## src/pbd_pkg.sv

```systemverilog
// Shared types and constants of the PackBits plane decoder.
package pbd_pkg;

  // Width of the pixel index counter inside the plane
  localparam int INDEX_BITS = 24;

  // Field widths of the stream words
  localparam int BYTE_BITS   = 8;
  localparam int CFG_BITS    = 24;
  localparam int START_BITS  = 24;
  localparam int LENGTH_BITS = 8;

  // Header byte that stands for no operation
  localparam logic [BYTE_BITS-1:0] HDR_NOP = 8'd128;

  // Queue depth between front and back
  localparam int QUEUE_DEPTH = 2;
  localparam int QPTR_BITS   = $clog2(QUEUE_DEPTH);
  localparam int QCNT_BITS   = $clog2(QUEUE_DEPTH + 1);

  // One decoded run, as it travels through the queue
  typedef struct packed {
    logic                   plane_done;
    logic [LENGTH_BITS-1:0] run_length;
    logic [START_BITS-1:0]  run_start;
    logic [BYTE_BITS-1:0]   pixel_value;
  } pbd_run_t;

  // Plane size register write
  typedef struct packed {
    logic                valid;
    logic [CFG_BITS-1:0] data;
  } pbd_cfg_t;

endpackage

```

## src/pbd_front.sv

```systemverilog
// Front end: header parsing, pixel accounting and run formation per byte.
module pbd_front (
  input  logic                              clk,
  input  logic                              rst_n,
  input  pbd_pkg::pbd_cfg_t                 cfg,
  input  logic                              byte_fire,
  input  logic [pbd_pkg::BYTE_BITS-1:0]     code_byte,
  output logic                              run_push,
  output pbd_pkg::pbd_run_t                 run_data
);
  import pbd_pkg::*;

  localparam logic [1:0] PH_HEADER  = 2'd0;
  localparam logic [1:0] PH_VALUE   = 2'd1;
  localparam logic [1:0] PH_LITERAL = 2'd2;

  logic [CFG_BITS-1:0]    plane_pixels_r;
  logic [1:0]             phase_r, phase_nxt;
  logic [BYTE_BITS-1:0]   literal_left_r, literal_left_nxt;
  logic [LENGTH_BITS:0]   repeat_length_r, repeat_length_nxt;
  logic [INDEX_BITS-1:0]  pixel_index_r, pixel_index_nxt;

  logic [INDEX_BITS-1:0]  plane_size;
  logic [INDEX_BITS-1:0]  pixels_left;
  logic [LENGTH_BITS:0]   want;
  logic [LENGTH_BITS:0]   run_len;
  logic                   run_done;
  logic                   is_run;
  logic [BYTE_BITS-1:0]   literal_dec;

  // Clip the wanted length to the pixels left in the plane
  always_comb begin
    plane_size  = INDEX_BITS'(plane_pixels_r);
    pixels_left = (pixel_index_r < plane_size) ? plane_size - pixel_index_r
                                               : INDEX_BITS'(1);
    want        = (phase_r == PH_VALUE) ? repeat_length_r : (LENGTH_BITS + 1)'(1);
    if (INDEX_BITS'(want) < pixels_left) begin
      run_len = want;
    end else begin
      run_len = (LENGTH_BITS + 1)'(pixels_left);
    end
    run_done = (INDEX_BITS'(run_len) == pixels_left);
    is_run   = (phase_r == PH_VALUE) || (phase_r == PH_LITERAL);
  end

  // Advance the decode state for an accepted byte
  always_comb begin
    phase_nxt         = phase_r;
    literal_left_nxt  = literal_left_r;
    repeat_length_nxt = repeat_length_r;
    pixel_index_nxt   = pixel_index_r;
    literal_dec       = literal_left_r - BYTE_BITS'(1);
    if (byte_fire) begin
      if (is_run) begin
        pixel_index_nxt = run_done ? '0 : pixel_index_r + INDEX_BITS'(run_len);
      end
      case (phase_r)
        PH_VALUE: begin
          phase_nxt = PH_HEADER;
        end
        PH_LITERAL: begin
          literal_left_nxt = run_done ? '0 : literal_dec;
          if (run_done || (literal_dec == '0)) begin
            phase_nxt = PH_HEADER;
          end
        end
        default: begin
          phase_nxt = PH_HEADER;
          if (code_byte == HDR_NOP) begin
            phase_nxt = PH_HEADER;
          end else if (!code_byte[BYTE_BITS-1]) begin
            literal_left_nxt = code_byte + BYTE_BITS'(1);
            phase_nxt        = PH_LITERAL;
          end else begin
            // 257 - b, for b in 129..255
            repeat_length_nxt = (LENGTH_BITS + 1)'(257) - (LENGTH_BITS + 1)'(code_byte);
            phase_nxt         = PH_VALUE;
          end
        end
      endcase
    end
  end

  // Hold decode state and the plane size
  always_ff @(posedge clk) begin
    if (!rst_n) begin
      plane_pixels_r  <= CFG_BITS'(1);
      phase_r         <= PH_HEADER;
      literal_left_r  <= '0;
      repeat_length_r <= '0;
      pixel_index_r   <= '0;
    end else begin
      if (cfg.valid) begin
        plane_pixels_r <= cfg.data;
      end
      phase_r         <= phase_nxt;
      literal_left_r  <= literal_left_nxt;
      repeat_length_r <= repeat_length_nxt;
      pixel_index_r   <= pixel_index_nxt;
    end
  end

  // Form the run word for the queue
  assign run_push             = byte_fire && is_run;
  assign run_data.pixel_value = code_byte;
  assign run_data.run_start   = START_BITS'(pixel_index_r);
  assign run_data.run_length  = LENGTH_BITS'(run_len);
  assign run_data.plane_done  = run_done;

endmodule

```

## src/pbd_queue.sv

```systemverilog
// Short queue of decoded runs between front and back.
module pbd_queue (
  input  logic              clk,
  input  logic              rst_n,
  input  logic              push,
  input  pbd_pkg::pbd_run_t push_data,
  output logic              has_room,
  input  logic              pop,
  output logic              not_empty,
  output pbd_pkg::pbd_run_t pop_data
);
  import pbd_pkg::*;

  pbd_run_t               slot_r [QUEUE_DEPTH];
  logic [QPTR_BITS-1:0]   wr_ptr_r, rd_ptr_r;
  logic [QCNT_BITS-1:0]   count_r;

  assign has_room  = (count_r < QCNT_BITS'(QUEUE_DEPTH));
  assign not_empty = (count_r != '0);
  assign pop_data  = slot_r[rd_ptr_r];

  // Store a pushed run
  always_ff @(posedge clk) begin
    if (push) begin
      slot_r[wr_ptr_r] <= push_data;
    end
  end

  // Advance pointers and fill count
  always_ff @(posedge clk) begin
    if (!rst_n) begin
      wr_ptr_r <= '0;
      rd_ptr_r <= '0;
      count_r  <= '0;
    end else begin
      if (push) begin
        wr_ptr_r <= wr_ptr_r + QPTR_BITS'(1);
      end
      if (pop) begin
        rd_ptr_r <= rd_ptr_r + QPTR_BITS'(1);
      end
      if (push && !pop) begin
        count_r <= count_r + QCNT_BITS'(1);
      end else if (pop && !push) begin
        count_r <= count_r - QCNT_BITS'(1);
      end
    end
  end

endmodule

```

## src/pbd_back.sv

```systemverilog
// Back end: output register that presents runs to the result stream.
module pbd_back (
  input  logic              clk,
  input  logic              rst_n,
  input  logic              run_avail,
  input  pbd_pkg::pbd_run_t run_data,
  output logic              run_pop,
  output logic              out_valid,
  input  logic              out_ready,
  output pbd_pkg::pbd_run_t out_run
);
  import pbd_pkg::*;

  logic     valid_r;
  pbd_run_t run_r;

  // Load the next run when the register is free or being drained
  assign run_pop   = run_avail && (!valid_r || out_ready);
  assign out_valid = valid_r;
  assign out_run   = run_r;

  always_ff @(posedge clk) begin
    if (!rst_n) begin
      valid_r <= 1'b0;
    end else if (run_pop) begin
      valid_r <= 1'b1;
    end else if (out_ready) begin
      valid_r <= 1'b0;
    end
  end

  always_ff @(posedge clk) begin
    if (run_pop) begin
      run_r <= run_data;
    end
  end

endmodule

```

## src/packbits_plane_decoder.sv

```systemverilog
// PackBits plane decoder top level: takes one coded byte per word and
// emits one run word per pixel value. Runs a sustained one input word per
// clock while the run queue has room; a header byte yields no result, a
// literal byte or a repeat value yields one run. The run of an accepted
// byte is written into the run queue and then moved into the output
// register. The input stalls only when the run queue is full because the
// output side is held. The plane size register resets to 1 and is to be
// written only while the block is idle, by the user; the block does not enforce it.
module packbits_plane_decoder (
  input  logic        clk,
  input  logic        rst_n,
  // Configuration: plane size in pixels
  input  logic        cfg_valid,
  output logic        cfg_ready,
  input  logic [23:0] cfg_data,
  // Coded byte stream
  input  logic        in_tvalid,
  output logic        in_tready,
  input  logic [7:0]  in_tdata,   // [7:0] code_byte
  // Decoded runs
  output logic        out_tvalid,
  input  logic        out_tready,
  output logic [39:0] out_tdata,  // [7:0] pixel_value, [31:8] run_start, [39:32] run_length
  output logic        out_tlast   // plane_done
);
  import pbd_pkg::*;

  pbd_cfg_t cfg;
  logic     byte_fire;
  logic     run_push, q_room, q_avail, q_pop;
  pbd_run_t run_in, run_q, run_out;

  assign cfg_ready = 1'b1;
  assign cfg.valid = cfg_valid;
  assign cfg.data  = cfg_data;

  assign in_tready = q_room;
  assign byte_fire = in_tvalid && in_tready;

  pbd_front u_front (
    .clk       (clk),
    .rst_n     (rst_n),
    .cfg       (cfg),
    .byte_fire (byte_fire),
    .code_byte (in_tdata),
    .run_push  (run_push),
    .run_data  (run_in)
  );

  pbd_queue u_queue (
    .clk       (clk),
    .rst_n     (rst_n),
    .push      (run_push),
    .push_data (run_in),
    .has_room  (q_room),
    .pop       (q_pop),
    .not_empty (q_avail),
    .pop_data  (run_q)
  );

  pbd_back u_back (
    .clk       (clk),
    .rst_n     (rst_n),
    .run_avail (q_avail),
    .run_data  (run_q),
    .run_pop   (q_pop),
    .out_valid (out_tvalid),
    .out_ready (out_tready),
    .out_run   (run_out)
  );

  // Pack the run word
  assign out_tdata = {run_out.run_length, run_out.run_start, run_out.pixel_value};
  assign out_tlast = run_out.plane_done;

endmodule

```

## config.mk

```make
export PLATFORM = sky130hd
export DESIGN_NAME = packbits_plane_decoder
export DESIGN_NICKNAME = d
export VERILOG_FILES = /design/src/pbd_pkg.sv /design/src/pbd_front.sv /design/src/pbd_queue.sv /design/src/pbd_back.sv /design/src/packbits_plane_decoder.sv
export SDC_FILE = /design/constraint.sdc
export NUM_CORES = 1
export LEC_CHECK = 0
export CORE_AREA = 2 2 143 145
export DETAILED_ROUTE_END_ITERATION = 8
export DIE_AREA = 0 0 145 147
export DONT_BUFFER_PORTS = 1
export PLACE_DENSITY = 0.67
export SETUP_SLACK_MARGIN = 0.05
export SYNTH_ARGS = -nofsm -noshare
export SYNTH_HDL_FRONTEND = slang
export SYNTH_SLANG_ARGS = --single-unit
```

## constraint.sdc

```tcl
create_clock -name clk -period 17.65 [get_ports clk]
set_clock_uncertainty 0.2 [all_clocks]
set_input_delay 3.53 -clock clk [delete_from_list [all_inputs] [get_ports clk]]
set_output_delay 3.53 -clock clk [all_outputs]
set_load 0.03 [all_outputs]
```

Word-level counts from Yosys, hierarchy flattened
Memories as Yosys holds them, arrays and structs flattened. A register that Yosys moved wholly into a read port is not among the register bits.
Index checks and enable logic that the tools add are counted.

operators by class
  equal/unequal tests = 7
  order comparisons = 3
  multiplexer cells = 18
  $add $sub $neg = 9
  bitwise gates (word level) = 3
  reduce and logical (&&, ||, !) cells = 20

operators with widths
  cell                                                                      count
  24-bit 2-to-1 mux                                                         2
  24-bit by 9-bit adder with 24-bit output                                  1
  9-bit by 24-bit == test with 1-bit output                                 1
  24-bit < comparator                                                       1
  9-bit by 24-bit < comparator with 1-bit output                            1
  8-bit 2-to-1 mux                                                          3
  24-bit subtractor                                                         1
  9-bit 2-to-1 mux                                                          2
  8-bit one-hot mux with 2 select lines                                     1
  2-bit 2-to-1 mux                                                          5
  9-bit by 8-bit subtractor with 9-bit output (first input constant)        1
  8-bit by 1-bit adder with 8-bit output (second input constant)            1
  8-bit == test (second input constant)                                     1
  8-bit zero test                                                           1
  4-bit AND reduction                                                       2
  8-bit by 1-bit subtractor with 8-bit output (second input constant)       1
  2-bit nonzero test                                                        3
  1-bit logical AND                                                         5
  1-bit 2-to-1 mux                                                          4
  2-bit by 1-bit inequality test with 1-bit output (second input constant)  2
  2-bit one-hot mux with 2 select lines                                     1
  2-bit AND reduction                                                       2
  1-bit zero test                                                           3
  1-bit logical OR                                                          3
  9 further kinds                                                           12

storage, ports and cells
  bits in registers = 72
  output and inout port bits = 44
  word-level logic and storage cells = 70
  input bits = 37
  memories kept = 1
  RAM bits = 82

memory list
  memory          words  bits a word  rd ports  clocked after Yosys merged registers in  wr ports  line             text
  u_queue.slot_r  2      41           1         1                                        1         pbd_queue.sv:14  pbd_run_t slot_r [QUEUE_DEPTH];

Logic depth before layout (Yosys ltp)
Gate-level depths: netlist of run 1.

  word-level depth = 8
  gate-level depth with buffers = 33
  depth with buffers taken out = 32

Hierarchy
From an unflattened synthesis of run 1, not the netlist that was laid out.

second synthesis, totals
  cells, all modules = 950
  area total of the unflattened synthesis = 10238.6 um^2

modules (own cells, without submodules)
  module                  instances  sequential area each (um^2)  cells each  area each (um^2)
  pbd_front               1          1341.3                       752         5751.8
  pbd_queue               1          2562.5                       150         3190.6
  pbd_back                1          1251.2                       45          1278.7
  packbits_plane_decoder  1          0.0                          3           17.5

Worst setup path after synthesis of run 1
Ideal clock, no wire load.

  path kind = input port to flip-flop
  from = input port out_tready
  to = register u_queue.count_r[1]
  setup slack = 10.977 ns
  buffers on the path = 0
  data arrival time = 6.397 ns
  setup time = 0.076 ns
  cell stages on the path = 6
  required time = 17.374 ns
  path through = nor2b_1 nor2_1 inv_1 ha_1 or3_1 a21boi_0

on the way
  cells in the longest elaborated chain, start to end = 5
  elaborated cells on any way between the ends = 7
  those cells by class = mux (1); reduce/logical (6)

RTL lines
  element                                                        line                          text
  from (decl)                                                    packbits_plane_decoder.sv:22  input logic out_tready,
  1-bit logical OR (*)                                           pbd_back.sv:18                assign run_pop = run_avail && (!valid_r || out_ready);
  1-bit logical AND (*)                                          pbd_back.sv:18
  via q_pop                                                      packbits_plane_decoder.sv:30  logic run_push, q_room, q_avail, q_pop;
  1-bit zero test                                                pbd_queue.sv:42               if (push && !pop) begin
  1-bit logical AND                                              pbd_queue.sv:42
  2-bit 2-to-1 mux / 2-bit nonzero test (equally long branches)  n/a
  to (signal assigned)                                           pbd_queue.sv:43               count_r <= count_r + QCNT_BITS'(1);
  to (signal assigned)                                           pbd_queue.sv:45               count_r <= count_r - QCNT_BITS'(1);
  to (decl)                                                      pbd_queue.sv:16               logic [QCNT_BITS-1:0] count_r;

Mark *: on every way through the listed nets, which the timed path passes. The rest lies on a longest branch.
A chain may end at the register's enable or synchronous reset.

==> results.tsv, run 1 <==
metric	value	unit
CP required	17.77	ns
slew at the pin closest to its max-slew limit	1.039	ns
largest net degree at the start of global routing	54	
Crit. End Element	flip-flop	
global-route usage over all layers	19.29	%
Ports	81	
FMAX	139.2	MHz
post-synthesis register bit count	195	
Rows	52	
hold slack	0.2794	ns
slowest stage cell, crit path	fa_1	
setup_tns	0	ns
dpl cells	1165	
outcome	completed	
Synth Area in Adders	6.789	%
Critical Path Stages	28	
Non-Filler Instances	1197	
PD cells	123.8	nW/µm²
syn avg cell area	10.92	µm²
worst reg2reg startpoint	u_front.pixel_index_r[0]	
setup bufs post-CTS	0	
Yosys cell types	76	
die area	21320	µm²
via density per instance	5.582	
main flop type after synthesis	edfxtp_1	
number of setup violations in the final report	0	
Post-DRT Antenna Nets	0	
core footprint	19840	µm²
R2R depth	28	
Crit Path Category	flip-flop to flip-flop	
most frequent cells in the layout	edfxtp_1, dfxtp_1, nand2_1, ha_1, inv_1	
Peak VDD IR	76.99	µV
total CTS buffers	17	
hold_buf cts	0	
post-synthesis xor/xnor area fraction	3.960	%
Worst Path Buf+Inv	0	
CP top delay family	compound AO/OA/AOI/OAI gates	
startpoint types	flip-flop	
Crit path arrival time	7.30	ns
Worst R2R End	u_front.pixel_index_r[22]	
min Tclk post-route	7.183	ns
Final WS setup	10.47	ns
Post-Place Setup Slack	10.56	ns
clk buf depth	2	
Synth Cell Area	10170	µm²
RSZ-0062 raised after global routing	false	
CP max FO	18	
initial core utilization	51.27	%
initial antenna violation count	0	
Post-DP HPWL	14540	µm
clock sink count	195	
post-route clock period utilization	40.70	%
Final Hold Fails	0	
Final nets	1005	
number of synthesis warnings	0	
worst-skew pair later-pin latency	0.43	ns
iteration count of the initial detailed-routing pass	5	
global route total overflow	0	
via count	6682	
routability cong.	0.9019	
count of buffers from port buffering	0	
drt wl/cell	16.87	µm
Slew Limit Headroom	30.74	%
largest family of logic cells by synthesized area	simple AND/OR/NAND/NOR gates	
sequential share of the synthesized area	50.47	%
most common cell after layout, fill and taps aside	edfxtp_1	
Post-Synth Simple-Gate Area	14.18	%
CP peak stage delay	0.51	ns
CP endpoint	u_front.pixel_index_r[22]	
Post-synth EDFFs	123	
Die Y	147	µm
CTS tree	yes	
Gate Count Post-Synth	932	
Post-Syn Nets	1023	
ant diodes	0	
Max Slew Vio Count	0	
Lkg Pwr	0.004087	µW
design area	10980	µm²
post-cts resize count	0	
# H-tree levels	4	
Clock transition at path regs	0.07	ns
post-synthesis mux area share	7.797	%
share of synthesized registers carrying an async set or reset	0	%
Synth Area in Compound Gates	12.89	%
most frequent CP cell	o21ai_0	
crit path launch	u_front.pixel_index_r[0]	
die width	145	µm
Worst Hold Class	flip-flop to flip-flop	
layout cells sized above 1	13.27	%
area growth from synthesis to layout	7.932	%
DRC Markers	0	
first-pass GRT wire length	32820	µm
FF-to-FF setup slack	10.47	ns
drt first-iter violations	451	
Root Buffer	clkbuf_16	
vias in the first global route	6257	
placed inst area	10360	µm²
routed wire length	20190	µm
Max-Cap Viols	0	
[kinds of logic (layout without fill, tap and decap cells)]
| logic type | Yosys count | count (layout) |
|---|---|---|
| compound gates | 190 | 190 |
| xor+xnor | 46 | 46 |
| fa+ha+maj | 54 | 54 |
| buf+inv | 92 | 87 |
| flops | 195 | 195 |
| mux | 74 | 74 |
| other cells | 1 | 1 |
| simple gates | 280 | 280 |
[routing by layer]
| layer | routed length (µm) | vias up | track usage [%] |
|---|---|---|---|
| li1 | - | 3328 | - |
| met1 | 10170 | 3162 | 27.95 |
| met2 | 9026 | 171 | 29.81 |
| met3 | 784 | 21 | 3.975 |
| met4 | 210 | 0 | 4.901 |
| met5 | 0 | - | 0 |
[where the power goes]
part	leakage (µW)	total, µW	switching, µW	internal (µW)
combinational	0.00205	287	164	123
sequential	0.00174	675	105	570
clock	0.000297	398	182	216
[sequential cells by signal, summed over array words and instances, names as in the netlist]
name	flops
u_queue.slot_r	82
u_back.out_run	41
u_front.pixel_index_r	24
u_front.plane_pixels_r	24
u_front.repeat_length_r	9
u_front.literal_left_r	8
u_front.phase_r	2
u_queue.count_r	2
u_back.out_valid	1
u_queue.rd_ptr_r	1
u_queue.wr_ptr_r	1
[worst min path at each step]
stage                                         start                     to  slack, ns  cells after the start
after floorplan           u_front.pixel_index_r[16]  u_queue.slot_r[0][24]       0.23                      0
after global placement    u_front.pixel_index_r[16]  u_queue.slot_r[0][24]       0.25                      0
after detailed placement  u_front.pixel_index_r[16]  u_queue.slot_r[0][24]       0.26                      0
after CTS                 u_front.pixel_index_r[16]  u_queue.slot_r[1][24]       0.28                      0
after global routing      u_front.pixel_index_r[16]  u_queue.slot_r[1][24]       0.29                      0
final                     u_front.pixel_index_r[16]  u_queue.slot_r[0][24]       0.28                      0
[cells in the mapped netlist, drive strengths merged, types with 5 or more instances]
library cell	count	area, µm²
dfxtp	72	1441
nor4	8	50.05
o21a	11	82.58
o211a	5	50.05
buf	16	107.6
a2bb2oi	5	50.04
nand3	17	85.08
nand3b	5	37.54
nor2	67	296.5
nor3	10	50.05
a21o	14	106.4
o21ai	43	219.0
mux2i	32	320.3
xnor2	32	280.3
nand2b	15	96.34
nand2	71	269.0
ha	52	650.6
edfxtp	123	3694
or3	8	50.05
o31ai	6	50.05
o31a	5	43.79
xor2	14	122.6
nor2b	34	212.7
mux2	42	473.0
clkbuf	25	95.09
a21oi	51	277.8
a21boi	7	52.55
inv	50	187.7
a211oi	8	65.06
and3	6	37.54
nand4	15	93.84
and2	12	75.07
[per-stage QoR]
step	utilization [%]	power (µW)
2_1_floorplan	-	911.1
3_3_place_gp	52.22	969.3
3_5_place_dp	52.22	972.1
4_1_cts	55.33	1370
5_1_grt	55.33	1427
6_report	55.33	1360
[worst reg2reg max path: cells and delay by family, from the launching register on]
kind,cells,cell delay [ns]
flip-flops,1,0.37
AND/OR/NAND/NOR,7,1.22
XOR/XNOR,1,0.15
adder cells (fa/ha/maj),4,1.50
AO/OA/AOI/OAI,16,3.65
[area by class of cell]
type	count	area, µm²
well taps	270	337.8
inverters	51	191.4
fillers	1663	8864
clock inverters	15	192.7
flip-flops and latches	195	5136
multi-input cells	645	4667
repair buffers	4	30.03
clock buffers	17	425.4
Note: power is estimated with default switching activity, not from simulation.
==> inputs of run 2 (changes only) <==
--- a/config.mk
+++ b/config.mk
@@ -9,7 +9,7 @@
 export DETAILED_ROUTE_END_ITERATION = 8
 export DIE_AREA = 0 0 145 147
 export DONT_BUFFER_PORTS = 1
-export PLACE_DENSITY = 0.67
+export PLACE_DENSITY = 0.69
 export SETUP_SLACK_MARGIN = 0.05
 export SYNTH_ARGS = -nofsm -noshare
 export SYNTH_HDL_FRONTEND = slang
==> constraint.sdc (replaced) <==
create_clock -name clk -period 6.3 [get_ports clk]
set_clock_uncertainty 0.2 [all_clocks]
set_input_delay 1.26 -clock clk [delete_from_list [all_inputs] [get_ports clk]]
set_output_delay 1.26 -clock clk [all_outputs]
set_load 0.03 [all_outputs]
==> results.tsv, run 2 (synthesis gave the netlist of run 1 again) <==
metric	value	unit
Worst R2R End	u_front.pixel_index_r[20]	
iteration count of the initial detailed-routing pass	5	
core footprint	19840	µm²
Register Area	5144	µm²
routability cong.	0.9257	
slew at the pin closest to its max-slew limit	1.040	ns
most common cell after layout, fill and taps aside	edfxtp_1	
max FFs per register	82	
startpoint of the worst hold path	u_front.pixel_index_r[15]	
worst-skew pair later-pin latency	0.44	ns
CP max FO	8	
Clock transition at path regs	0.07	ns
Ports	81	
post-route clock period utilization	96.21	%
Lkg Pwr	0.004321	µW
global-route usage over all layers	19.85	%
first-pass GRT wire length	33700	µm
Crit Path Category	flip-flop to flip-flop	
Slew Limit Headroom	30.68	%
min Tclk post-route	6.061	ns
RSZ-0062 raised after global routing	true	
count of buffers from port buffering	0	
Die Y	147	µm
Most flops, register	u_queue.slot_r	
drt first-iter violations	541	
die area	21320	µm²
clock sink count	195	
via count	6848	
final total power	3872	µW
startpoint types	flip-flop	
CP peak stage delay	0.42	ns
slowest stage cell, crit path	ha_1	
initial core utilization	51.27	%
area of the multi-input gates	4847	µm²
largest net degree at the start of global routing	54	
total CTS buffers	17	
number of setup violations in the final report	0	
worst reg2reg startpoint	u_front.pixel_index_r[19]	
die width	145	µm
CP required	6.42	ns
routed wire length	21230	µm
most frequent cells in the layout	edfxtp_1, nand2_1, dfxtp_1, buf_4, inv_1	
Worst Hold Class	flip-flop to flip-flop	
Non-Filler Instances	1247	
most frequent CP cell	o21ai_1	
DRC Markers	0	
Crit path arrival time	6.18	ns
FMAX	165.0	MHz
via density per instance	5.492	
clk buf depth	2	
Max-Cap Viols	0	
filler cell count	1649	
area growth from synthesis to layout	12.99	%
hold depth	0	
Worst Hold End	u_queue.slot_r[1][23]	
Peak VDD IR	172.4	µV
Worst Path Buf+Inv	1	
Max Slew Vio Count	0	
dpl cells	1204	
Crit. End Element	flip-flop	
layout cells sized above 1	21.39	%
Root Buffer	clkbuf_16	
R2R depth	30	
vias in the first global route	6407	
ant diodes	0	
FF-to-FF setup slack	0.24	ns
PD cells	336.8	nW/µm²
global route total overflow	0	
CP top delay family	compound AO/OA/AOI/OAI gates	
# H-tree levels	4	
initial antenna violation count	0	
CTS tree	yes	
Post-DP HPWL	15030	µm
outcome	completed	
Final Hold Fails	0	
Final nets	1055	
Post-DRT Antenna Nets	0	
Rows	52	
drt wl/cell	17.02	µm
==> run 2: cell types whose count changed in the layout (fill, tap and decap cells not counted), sizes merged <==
| cell | delta |
|---|---|
| clkinv | -3 |
| o21a | +1 |
| buf | +49 |
| bufinv | -2 |
| inv | +3 |
| clkinvlp | +2 |
==> run 2: worst register-to-register path, delay by kind of cell, from the launching register on <==
family                   cells  cell delay (ns)
AND/OR/NAND/NOR              9             1.23
AO/OA/AOI/OAI               15             2.73
flip-flops                   1             0.33
XOR/XNOR                     1             0.20
adder cells (fa/ha/maj)      4             1.18
buffers and inverters        1             0.08
==> run 2: layout make-up <==
cell class,instances,area share [%]
sequential,195,44.75
multi-input combinational,646,42.17
clock buffer,17,3.701
timing repair buffer,53,3.461
tap,270,2.939
inverter,51,1.665
clock inverter,15,1.317
==> run 2: power breakdown <==
group	leakage [µW]	internal (µW)	switching, µW	total (µW)
sequential	0.00174	1600	293	1890
clock	0.000271	530	520	1050
combinational	0.00231	422	510	932
==> run 2: through the flow <==
stage	setup WS (ns)	area, µm²	TNS, ns	hold slack (ns)	utilization (%)
after floorplan	0.1471	10170	0	0.2256	-
after global placement	0.05881	10660	0	0.2526	53.69
after detailed placement	-0.1921	10660	-1.732	0.2734	53.69
after CTS	0.05720	11270	0	0.2897	56.81
after global routing	-0.1520	11490	-0.7628	0.2869	57.93
final	0.2389	11490	0	0.2775	57.93
==> run 2: worst max-delay path by stage <==
stage / to / slack, ns / cells after the start / start
5_1_grt: u_front.pixel_index_r[20] / -0.15 / 31 / u_front.plane_pixels_r[0]
3_3_place_gp: u_front.pixel_index_r[20] / 0.06 / 32 / u_front.plane_pixels_r[0]
6_report: u_front.pixel_index_r[20] / 0.24 / 30 / u_front.pixel_index_r[19]
3_5_place_dp: u_front.pixel_index_r[20] / -0.19 / 31 / u_front.plane_pixels_r[0]
2_1_floorplan: u_front.pixel_index_r[17] / 0.15 / 31 / u_front.pixel_index_r[0]
4_1_cts: u_front.pixel_index_r[20] / 0.06 / 31 / u_front.plane_pixels_r[0]
==> run 2: routing by layer <==
layer	track usage, %	part of all wire, %	vias to the layer above
met2	30.21	45	160
li1	-	-	3433
met5	0	0	-
met3	3.696	3.8	12
met1	29.28	50	3243
met4	5.297	0.87	0
==> run 2: repair_timing <==
action                                  4_1_cts  5_1_grt
gates resized for setup                      12       43
setup buffers                                 2        8
endpoints found under the setup margin       15       17
pin swaps                                     0       20
cloned                                        0        1
hold buffers                                  0        0
endpoints found under the hold margin         0        0
==> inputs of run 3 (changes only) <==
--- a/config.mk
+++ b/config.mk
@@ -5,12 +5,13 @@
 export SDC_FILE = /design/constraint.sdc
 export NUM_CORES = 1
 export LEC_CHECK = 0
-export CORE_AREA = 2 2 143 145
+export CORE_AREA = 2 2 144 146
 export DETAILED_ROUTE_END_ITERATION = 8
-export DIE_AREA = 0 0 145 147
+export DIE_AREA = 0 0 146 148
 export DONT_BUFFER_PORTS = 1
-export PLACE_DENSITY = 0.69
+export PLACE_DENSITY = 0.66
 export SETUP_SLACK_MARGIN = 0.05
 export SYNTH_ARGS = -nofsm -noshare
 export SYNTH_HDL_FRONTEND = slang
+export SYNTH_HIERARCHICAL = 1
 export SYNTH_SLANG_ARGS = --single-unit
==> constraint.sdc (replaced) <==
create_clock -name clk -period 6.1 [get_ports clk]
set_clock_uncertainty 0.2 [all_clocks]
set_input_delay 1.22 -clock clk [delete_from_list [all_inputs] [get_ports clk]]
set_output_delay 1.22 -clock clk [all_outputs]
set_load 0.03 [all_outputs]
==> results.tsv, run 3 <==
metric	value	unit
RSZ-0062 raised after global routing	false	
Post-Syn Nets	1041	
Final nets	1057	
Crit. End Element	flip-flop	
Synth top cells by count	edfxtp_1, nor2_1, dfxtp_1	
FMAX	175.5	MHz
Synth Cell Area	10240	µm²
design area	11490	µm²
Rows	52	
Lkg Pwr	0.004436	µW
largest net degree at the start of global routing	44	
drt wl/cell	17.55	µm
hold slack	0.2318	ns
area of the multi-input gates	4826	µm²
max FFs per register	82	
initial core utilization	51.09	%
die area	21610	µm²
core footprint	20040	µm²
Post-Place Setup Slack	-0.1481	ns
layout cells sized above 1	19.12	%
startpoint types	flip-flop	
post-synthesis register bit count	196	
Peak VDD IR	173.9	µV
Final Hold Fails	0	
CP max FO	7	
Post-synth EDFFs	123	
share of synthesized registers carrying an async set or reset	0	%
Crit path arrival time	5.79	ns
hold_buf cts	0	
Yosys cell types	77	
count of buffers from port buffering	0	
total CTS buffers	17	
clock sink count	196	
Post-DP HPWL	15800	µm
Max-Cap Viols	0	
Comb pwr share	20.8	%
CP required	6.19	ns
sequential share of power	51.4	%
routed wire length	21910	µm
most frequent cells in the layout	edfxtp_1, nor2_1, nand2_1, dfxtp_1, inv_1	
Root Buffer	clkbuf_16	
Synth top area share	36.07	%
Gate Count Post-Synth	950	
vias in the first global route	6696	
post-route clock period utilization	93.44	%
CTS tree	yes	
Die Y	148	µm
Final WS setup	0.4004	ns
die width	146	µm
syn avg cell area	10.78	µm²
Power Internal	2590	µW
Post-DRT Antenna Nets	0	
Register Area	5169	µm²
cell taking the most area after synthesis	edfxtp_1	
sequential share of the synthesized area	50.35	%
number of synthesis warnings	6	
PD cells	337.9	nW/µm²
DRC Markers	0	
first-pass GRT wire length	35500	µm
routability cong.	0.9320	
main flop type after synthesis	edfxtp_1	
switching power of the nets	1291	µW
clk buf depth	2	
via density per instance	5.736	
Max Slew Vio Count	0	
iteration count of the initial detailed-routing pass	5	
ant diodes	0	
outcome	completed	
slew at the pin closest to its max-slew limit	0.9983	ns
Ports	81	
drt first-iter violations	520	
most common cell after layout, fill and taps aside	edfxtp_1	
global-route usage over all layers	20.65	%
top-count cell post-synth	edfxtp_1	
worst-skew pair later-pin latency	0.43	ns
min Tclk post-route	5.700	ns
via count	7158	
Layout Utilization	57.32	%
area growth from synthesis to layout	12.18	%
top cells by area, synth	edfxtp_1, dfxtp_1, ha_1	
Crit Path Category	flip-flop to flip-flop	
# H-tree levels	4	
number of setup violations in the final report	0	
filler cell count	1721	
Worst Hold Class	flip-flop to flip-flop	
placed inst area	10610	µm²
global route total overflow	0	
Most flops, register	u_queue/slot_r	
Slew Limit Headroom	33.45	%
initial antenna violation count	0	
clock power share	27.8	%
Clock transition at path regs	0.07	ns
Sw Ratio	33.27	%
## run 3: cell type report
cell class,instances,area share (%)
tap,270,2.941
clock buffer,17,3.704
multi-input combinational,643,42.02
sequential,196,45.00
inverter,61,1.993
timing repair buffer,47,3.072
clock inverter,14,1.275
## run 3: per-stage QoR
step	TNS [ns]	power (µW)	std cells
2_1_floorplan	0	2617	950
4_1_cts	0	3880	1242
5_1_grt	0	4077	1248
3_3_place_gp	-0.02698	2774	1209
6_report	0	3881	1248
3_5_place_dp	-0.9753	2784	1209
## run 3: worst paths after layout
check / startpoint / endpoint / slack [ns] / cells past startpoint
max: u_front/pixel_index_r[3] / u_front/pixel_index_r[20] / 0.40 / 26
min: u_front/repeat_length_r[8] / u_front/repeat_length_r[8] / 0.23 / 2
max reg2reg: u_front/pixel_index_r[3] / u_front/pixel_index_r[20] / 0.40 / 26
min reg2reg: u_front/repeat_length_r[8] / u_front/repeat_length_r[8] / 0.23 / 2
## run 3: cell families (layout without fill, tap and decap cells)
kind of cell    count (synthesis)  in the layout  share of synthesized area, %
simple gates                  276            276                         13.52
flops                         196            196                         50.35
compound gates                181            181                         11.59
buf+inv                       111            139                         4.998
mux                            86             86                         8.921
fa+ha+maj                      54             54                         6.746
xor+xnor                       45             45                         3.849
other cells                     1              1                       0.03663
## run 3: critical path, stage by stage (launching register included)
cell      delay [ns]
dfxtp_1         0.36
inv_1           0.09
ha_1            0.42
nand2_1         0.14
a211oi_4        0.33
o211ai_1        0.22
buf_4           0.19
a311oi_1        0.27
a211oi_1        0.09
a221oi_1        0.31
nand4_1         0.26
and2_4          0.28
nor2_8          0.08
mux2_2          0.37
ha_1            0.22
fa_2            0.36
nand3_1         0.13
a21boi_2        0.08
o21ai_1         0.18
a21oi_1         0.10
o21ai_1         0.16
a21oi_1         0.10
o211ai_1        0.16
buf_4           0.18
nor3_2          0.06
xnor2_1         0.17
nor2_1          0.07
## run 3: layer usage
metal  global-route usage, %  routed length (µm)  vias to the layer above
li1                        -                   -                     3500
met5                       0                   0                        -
met2                   31.04                9786                      206
met4                   5.437                 276                        0
met3                   4.198                1035                       25
met1                   30.62               10810                     3427
## run 3: timing repair
item | in CTS | in global routing
pin swaps | 3 | 10
setup buffers | 2 | 6
resized for setup | 8 | 59
setup endpoints to repair | 13 | 17
## run 3: power groups by stage
| stage | Sequential [µW] | Clock (µW) | Combinational (µW) |
|---|---|---|---|
| after floorplan | 1980 | 0 | 638 |
| after global placement | 2020 | 0 | 753 |
| after detailed placement | 2030 | 0 | 756 |
| after CTS | 2000 | 1110 | 773 |
| after global routing | 2020 | 1160 | 893 |
| final | 2000 | 1080 | 807 |
